## src/hw/rtl/vba_pkg.sv

```systemverilog
`default_nettype none

package vba_pkg;

    localparam int INDEX_W            = 10;
    localparam int VERSION_W          = 8;
    localparam int OFFSET_W           = 12;
    localparam int COUNT_W            = 13;
    localparam int SPAN_W             = COUNT_W + 1;
    localparam int BLOCK_BYTES        = 4096;
    localparam int NUM_BLOCKS_DEFAULT = 1024;
    localparam int NUM_BLOCKS_W       = 17;

    typedef enum logic [1:0] {
        OP_ALLOC = 2'd0,
        OP_FREE  = 2'd1,
        OP_READ  = 2'd2,
        OP_WRITE = 2'd3
    } op_t;

    typedef struct packed {
        op_t                  operation;
        logic [INDEX_W-1:0]   block_index;
        logic [VERSION_W-1:0] expected_version;
        logic [OFFSET_W-1:0]  byte_offset;
        logic [COUNT_W-1:0]   byte_count;
    } req_t;

    typedef struct packed {
        logic                 granted;
        logic [INDEX_W-1:0]   allocated_index;
        logic [VERSION_W-1:0] allocated_version;
    } rsp_t;

    typedef enum logic [1:0] {
        ST_CLEAR,
        ST_IDLE,
        ST_READ,
        ST_SCAN
    } state_t;

    typedef struct packed {
        logic load_req;
        logic clr_wr;
        logic rd_en;
        logic commit;
    } cmd_t;

    typedef struct packed {
        logic is_alloc;
        logic hit;
        logic rd_last;
        logic addr_last;
        logic out_free;
    } status_t;

endpackage

`default_nettype wire

```

## src/hw/rtl/vba_ctrl.sv

```systemverilog
`default_nettype none

module vba_ctrl (
    input  wire logic              aclk,
    input  wire logic              aresetn,
    input  wire logic              s_valid,
    output logic                   s_ready,
    input  wire vba_pkg::status_t  status,
    output vba_pkg::cmd_t          cmd
);

    vba_pkg::state_t state_reg, state_next;
    logic            done;

    assign done = !status.is_alloc || status.hit || status.rd_last;

    always_comb begin
        state_next = state_reg;
        case (state_reg)
            vba_pkg::ST_CLEAR: begin
                if (status.addr_last) begin
                    state_next = vba_pkg::ST_IDLE;
                end
            end
            vba_pkg::ST_IDLE: begin
                if (s_valid) begin
                    state_next = vba_pkg::ST_READ;
                end
            end
            vba_pkg::ST_READ: begin
                state_next = vba_pkg::ST_SCAN;
            end
            vba_pkg::ST_SCAN: begin
                if (done && status.out_free) begin
                    state_next = vba_pkg::ST_IDLE;
                end
            end
            default: begin
                state_next = vba_pkg::ST_CLEAR;
            end
        endcase
    end

    always_comb begin
        s_ready      = 1'b0;
        cmd.load_req = 1'b0;
        cmd.clr_wr   = 1'b0;
        cmd.rd_en    = 1'b0;
        cmd.commit   = 1'b0;
        case (state_reg)
            vba_pkg::ST_CLEAR: begin
                cmd.clr_wr = 1'b1;
            end
            vba_pkg::ST_IDLE: begin
                s_ready      = 1'b1;
                cmd.load_req = s_valid;
            end
            vba_pkg::ST_READ: begin
                cmd.rd_en = 1'b1;
            end
            vba_pkg::ST_SCAN: begin
                cmd.rd_en  = !done;
                cmd.commit = done && status.out_free;
            end
            default: begin
                cmd.clr_wr = 1'b0;
            end
        endcase
    end

    always_ff @(posedge aclk) begin
        if (!aresetn) begin
            state_reg <= vba_pkg::ST_CLEAR;
        end else begin
            state_reg <= state_next;
        end
    end

endmodule

`default_nettype wire
```

## config.mk

```make
export PLATFORM = sky130hd
export DESIGN_NAME = vba_ctrl
export DESIGN_NICKNAME = d
export VERILOG_FILES = /design/src/hw/rtl/vba_pkg.sv /design/src/hw/rtl/vba_ctrl.sv
export SDC_FILE = /design/constraint.sdc
export NUM_CORES = 1
export LEC_CHECK = 0
export ABC_AREA = 1
export ABC_CLOCK_PERIOD_IN_PS = 2450
export BUFFER_PORTS_ARGS = -buffer_cell sky130_fd_sc_hd__buf_2
export CAP_MARGIN = 20
export CORE_AREA = 2 2 39 41
export DETAILED_ROUTE_END_ITERATION = 10
export DIE_AREA = 0 0 41 43
export SYNTH_ARGS = -nofsm -noshare
export SYNTH_HDL_FRONTEND = slang
export SYNTH_SLANG_ARGS = --single-unit
export TNS_END_PERCENT = 30
```

## constraint.sdc

```tcl
create_clock -name aclk -period 2.45 [get_ports aclk]
set_input_delay 0.49 -clock aclk [delete_from_list [all_inputs] [get_ports aclk]]
set_output_delay 0.49 -clock aclk [all_outputs]
set_load 0.01 [all_outputs]
```

==> results of run 1 <==
[stage by stage]
| stage | power (mW) | std cells |
|---|---|---|
| 6_report | 0.2916 | 63 |
| 5_1_grt | 0.3317 | 63 |
| 4_1_cts | 0.2983 | 63 |
| 3_5_place_dp | 0.2218 | 60 |
| 3_3_place_gp | 0.2180 | 60 |
| 2_1_floorplan | 0.1741 | 32 |
[cell families after synthesis]
kind of cell / count (synthesis) / synth area share
flops: 2 / 0.1916
simple gates: 12 / 0.2814
compound gates: 4 / 0.1078
fa+ha+maj: 4 / 0.2395
buf+inv: 10 / 0.1796
[worst register-to-register path, delay by kind of cell (launching register included)]
kind	cells	cell delay, ns
buf+inv	2	0.16
simple gates	4	0.25
compound gates	1	0.07
flops	1	0.36
fa+ha+maj	1	0.22
[cells in the final DEF, fill, tap and decap left out]
cell      instances
a21oi_1           2
nand3_1           2
o21bai_1          1
nand2_2           2
nand3_2           1
nand2_1           4
ha_1              4
inv_1             9
buf_2            12
clkbuf_4          3
nor2_1            3
o21ai_1           1
inv_2             1
dfxtp_1           2
[final timing paths]
path	start	to	slack, ns	depth (start not counted)
max	state_reg[0]	cmd[1]	0.82	4
min	aresetn	state_reg[1]	0.51	3
max reg2reg	state_reg[1]	state_reg[1]	1.28	8
min reg2reg	state_reg[1]	state_reg[1]	0.54	2
[report_power, final]
part	total, mW	internal (mW)	switching, mW
Combinational	0.157	0.0683	0.0885
Clock	0.0743	0.0542	0.0201
Sequential	0.0604	0.0466	0.0138
Total	0.292	0.169	0.122
[per-layer routing]
metal,vias to the layer above,global-route usage,routed length [µm]
met5,-,0,0
met4,0,0.08000,0
met3,0,0.03141,42
met2,7,0.1031,238
met1,96,0.04777,163
li1,125,-,-
[layout make-up]
class                           instances  area share
Clock buffer                            3     0.07229
Inverter                               10      0.1205
Multi-Input combinational cell         20      0.4217
Sequential cell                         2      0.1285
Tap cell                               16     0.06426
Timing Repair Buffer                   12      0.1928
[Yosys cell counts (all sizes together)]
cell type and n:
nand3 3, o21bai 1, o21ai 1, nand2 6, a21oi 2, nor2 3
inv 10, ha 4, dfxtp 2
==> impl_metrics.toml, run 1 <==
[synthesis]
ys_warn_count = 0
netlist_instances = 32
syn_avg_cell_area_um2 = 6.530
seq_area_frac_synth = 0.1916
netlist.area_leader.share = 0.2395
netlist_area_um2 = 209.0
ys_seq_elements = 2
ys_types = 12
yosys-top-cells-area = "ha_1, dfxtp_1, inv_1"
yosysTopAreaCell = "ha_1"
syn_nets = 44

[setup_path]
critical_path.top_delay_family = "flip-flops"
cp-end-kind = "output pin"
cpMaxStageDelayCell = "dfxtp_1"
cp_max_fo = 4
cpPeakStageDelay_ns = 0.37
cp_data_required_time_ns = 1.96
crit_type = "reg2out"
crit_chain = "inv_1 > ha_1 > o21bai_1 > buf_2"
critPathBufInv = 2
cp-start-kind = "register"
cp.arrival_ns = 1.14

[clock_network]
clock_latency_ns = 0.23
cts_tree = "yes"
path_clk_slew_ns = 0.03
ctsHoldBuffers = 0
htreeDepth = 1
post_cts_resized = 0
numCtsBuffers = 3
cts-root-buf = "clkbuf_4"
cts_max_path_buffers = 2
cts.sinks = 2
post_cts_buffers = 0

[sta]
finalMaxSlewViolations = 0
finalSetupViolCount = 0
tightest_slew_ns = 0.1437
clock-skew-final_ns = 0.004925
period_share = 0.6644
fin_hold_ws_ns = 0.5058
hold_viol_final = 0
setup_slack_ns = 0.8223
period_minus_slack_ns = 1.628
rsz0062_at_grt = "false"
fmax_mhz = 614.4
setup_tns_ns = 0
relSlewSlack = 0.9036

[place]
placed_cell_area_um2 = 289.0
portBuffers = 12
post-place-ws_ns = 0.9738
gp_congestion = 0.6013
post-dp-hpwl_um = 370.9

[die]
die_h_um = 43
start_util = 0.1510
dieArea_um2 = 1763
num_io_pins = 13
chipWidth_um = 41
rows = 14
fp.coreArea_um2 = 1384

[routing]
vias = 228
wirelength_um = 443
drc = 0
wl_per_cell_um = 7.032
via_per_inst = 3.619
detail-route-antenna-nets = 0
drt_iter0_markers = 1
dr.pass1.iters = 2

[power_and_ir_drop]
p_leak_nw = 0.1913
powerDensity_nw_per_um2 = 935.9
vdd_ir_drop_max_mv = 0.1553

[global_routing]
grt_pass1_wl_um = 731
grt_overflow = 0
grt_pass1_vias = 212
grt_max_degree = 5
antenna_found_initial = 0
grt_usage = 0.06607

[finish]
stdcell_area_um2 = 311.5
diodes = 0
n_fill_cell = 158
layout-drive-gt1-share = 0.4043
final_util = 0.2251
seq_area_um2 = 40.04
area_growth_pct = 49.10
multi_input_area_um2 = 131.4
nets = 61
largest_reg_flops = 2

[min_path]
hold_class = "in2reg"

[outcome]
outcome = "completed"

[job]
maxCapViolCount = 0
Power figures use the tool's default switching activity.
==> inputs of run 2 (changes only) <==
ABC_CLOCK_PERIOD_IN_PS = 1500   (was 2450)
clock period = 1.5 ns   (was 2.45 ns; I/O delays follow)
==> run 2 against run 1 <==
Via count is 3.5% higher; register-to-register slack worse by 0.92 ns; clock skew is 0.0048 ns lower; sequential cell count stayed put; highest routed layer unchanged; cell area is 1.2% higher; first-iteration DRC count grew to 3.0 times the previous value; die area stayed put.
==> impl_metrics.toml, run 2 (synthesis results as in run 1) <==
[outcome]
outcome = "completed"

[setup_path]
reg2regPathDepth = 7
cp-start-kind = "register"
cp-end-kind = "output pin"
cpMaxStageDelayCell = "dfxtp_1"
cp_max_fo = 4
cp.depth = 4
crit_chain = "inv_1 > ha_1 > o21bai_1 > buf_2"
crit_type = "reg2out"
critPathBufInv = 2
cp.arrival_ns = 1.13
cpPeakStageDelay_ns = 0.37
critical_path.top_delay_family = "flip-flops"
cp_data_required_time_ns = 1.20

[place]
dp_cells = 60
post-dp-hpwl_um = 393.3
portBuffers = 12
gp_congestion = 0.6151
placed_cell_area_um2 = 289.0

[global_routing]
grt_pass1_vias = 229
grt_max_degree = 5
grt_pass1_wl_um = 745
antenna_found_initial = 0
grt_overflow = 0
grt_usage = 0.06607

[routing]
drc = 0
wirelength_um = 447
via_per_inst = 3.746
dr.pass1.iters = 3
vias = 236
detail-route-antenna-nets = 0
drt_iter0_markers = 3
wl_per_cell_um = 7.095

[clock_network]
cts-root-buf = "clkbuf_4"
post_cts_resized = 0
numCtsBuffers = 3
cts.sinks = 2
ctsHoldBuffers = 0
cts_max_path_buffers = 2
cts_tree = "yes"
post_cts_buffers = 0
htreeDepth = 1
path_clk_slew_ns = 0.03
clock_latency_ns = 0.22

[die]
rows = 14
die_h_um = 43
fp.coreArea_um2 = 1384
chipWidth_um = 41
start_util = 0.1510
num_io_pins = 13
dieArea_um2 = 1763

[sta]
tightest_slew_ns = 0.1423
period_minus_slack_ns = 1.434
finalSetupViolCount = 0
rsz0062_at_grt = "false"
finalMaxSlewViolations = 0
clock-skew-final_ns = 0.00009417
hold_viol_final = 0
period_share = 0.9560
setup_tns_ns = 0
relSlewSlack = 0.9045
fmax_mhz = 697.3

[finish]
final_cell_mix = "buf_2, inv_1, nand2_1"
n_fill_cell = 162
nets = 61
diodes = 0
area_growth_pct = 50.90
seq_area_um2 = 41.29
stdcell_area_um2 = 315.3
largest_reg_flops = 2
layout_commonest_cell = "buf_2"
multi_input_area_um2 = 133.9
stdcell_count = 63
layout-drive-gt1-share = 0.4468

[min_path]
hold_class = "in2reg"
hold_path_depth = 3

[power_and_ir_drop]
p_leak_nw = 0.1894
powerDensity_nw_per_um2 = 1534
p_total_mw = 0.4838
vdd_ir_drop_max_mv = 0.2758

[job]
maxCapViolCount = 0
[run 2: cell type report]
cell class	instances	area share
clock buffer	3	0.07143
inverter	10	0.1190
multi-input combinational	20	0.4246
sequential	2	0.1310
tap	16	0.06349
timing repair buffer	12	0.1905
[run 2: where the power goes]
group | switching, mW | internal (mW) | leakage [nW] | total [mW]
logic | 0.148 | 0.115 | 0.159 | 0.262
clock network | 0.0300 | 0.0882 | 0.0138 | 0.118
registers | 0.0247 | 0.0784 | 0.0170 | 0.103
total | 0.202 | 0.281 | 0.189 | 0.484
[run 2: final timing paths]
kind | start | end | slack, ns
worst min register to register | state_reg[1] | state_reg[1] | 0.53
worst max register to register | state_reg[0] | state_reg[1] | 0.36
worst max-delay path | state_reg[0] | cmd[1] | 0.07
worst min-delay path | aresetn | state_reg[1] | 0.31
[run 2: worst reg2reg max path, cell delays in order, from the launching register on]
cell	delay, ns
dfxtp_1	0.33
inv_1	0.09
ha_1	0.16
inv_1	0.04
o21ai_1	0.14
inv_2	0.07
a21oi_1	0.14
nor2_1	0.06
[run 2: per-layer routing]
metal | up-vias | share of wire | GRT usage
li1 | 125 | - | -
met1 | 104 | 0.34 | 0.04459
met2 | 7 | 0.55 | 0.1156
met3 | 0 | 0.11 | 0.03141
met4 | 0 | 0 | 0.06000
met5 | - | 0 | 0
[run 2: stage by stage]
stage | util | hold WS, ns | setup WS [ns]
after floorplan | - | 0.4207 | 0.3765
after global placement | 0.2089 | 0.5364 | 0.3172
after detailed placement | 0.2089 | 0.5451 | 0.2891
after CTS | 0.2251 | 0.3111 | 0.03871
after global routing | 0.2278 | 0.3288 | 0.01167
final | 0.2278 | 0.3136 | 0.06594
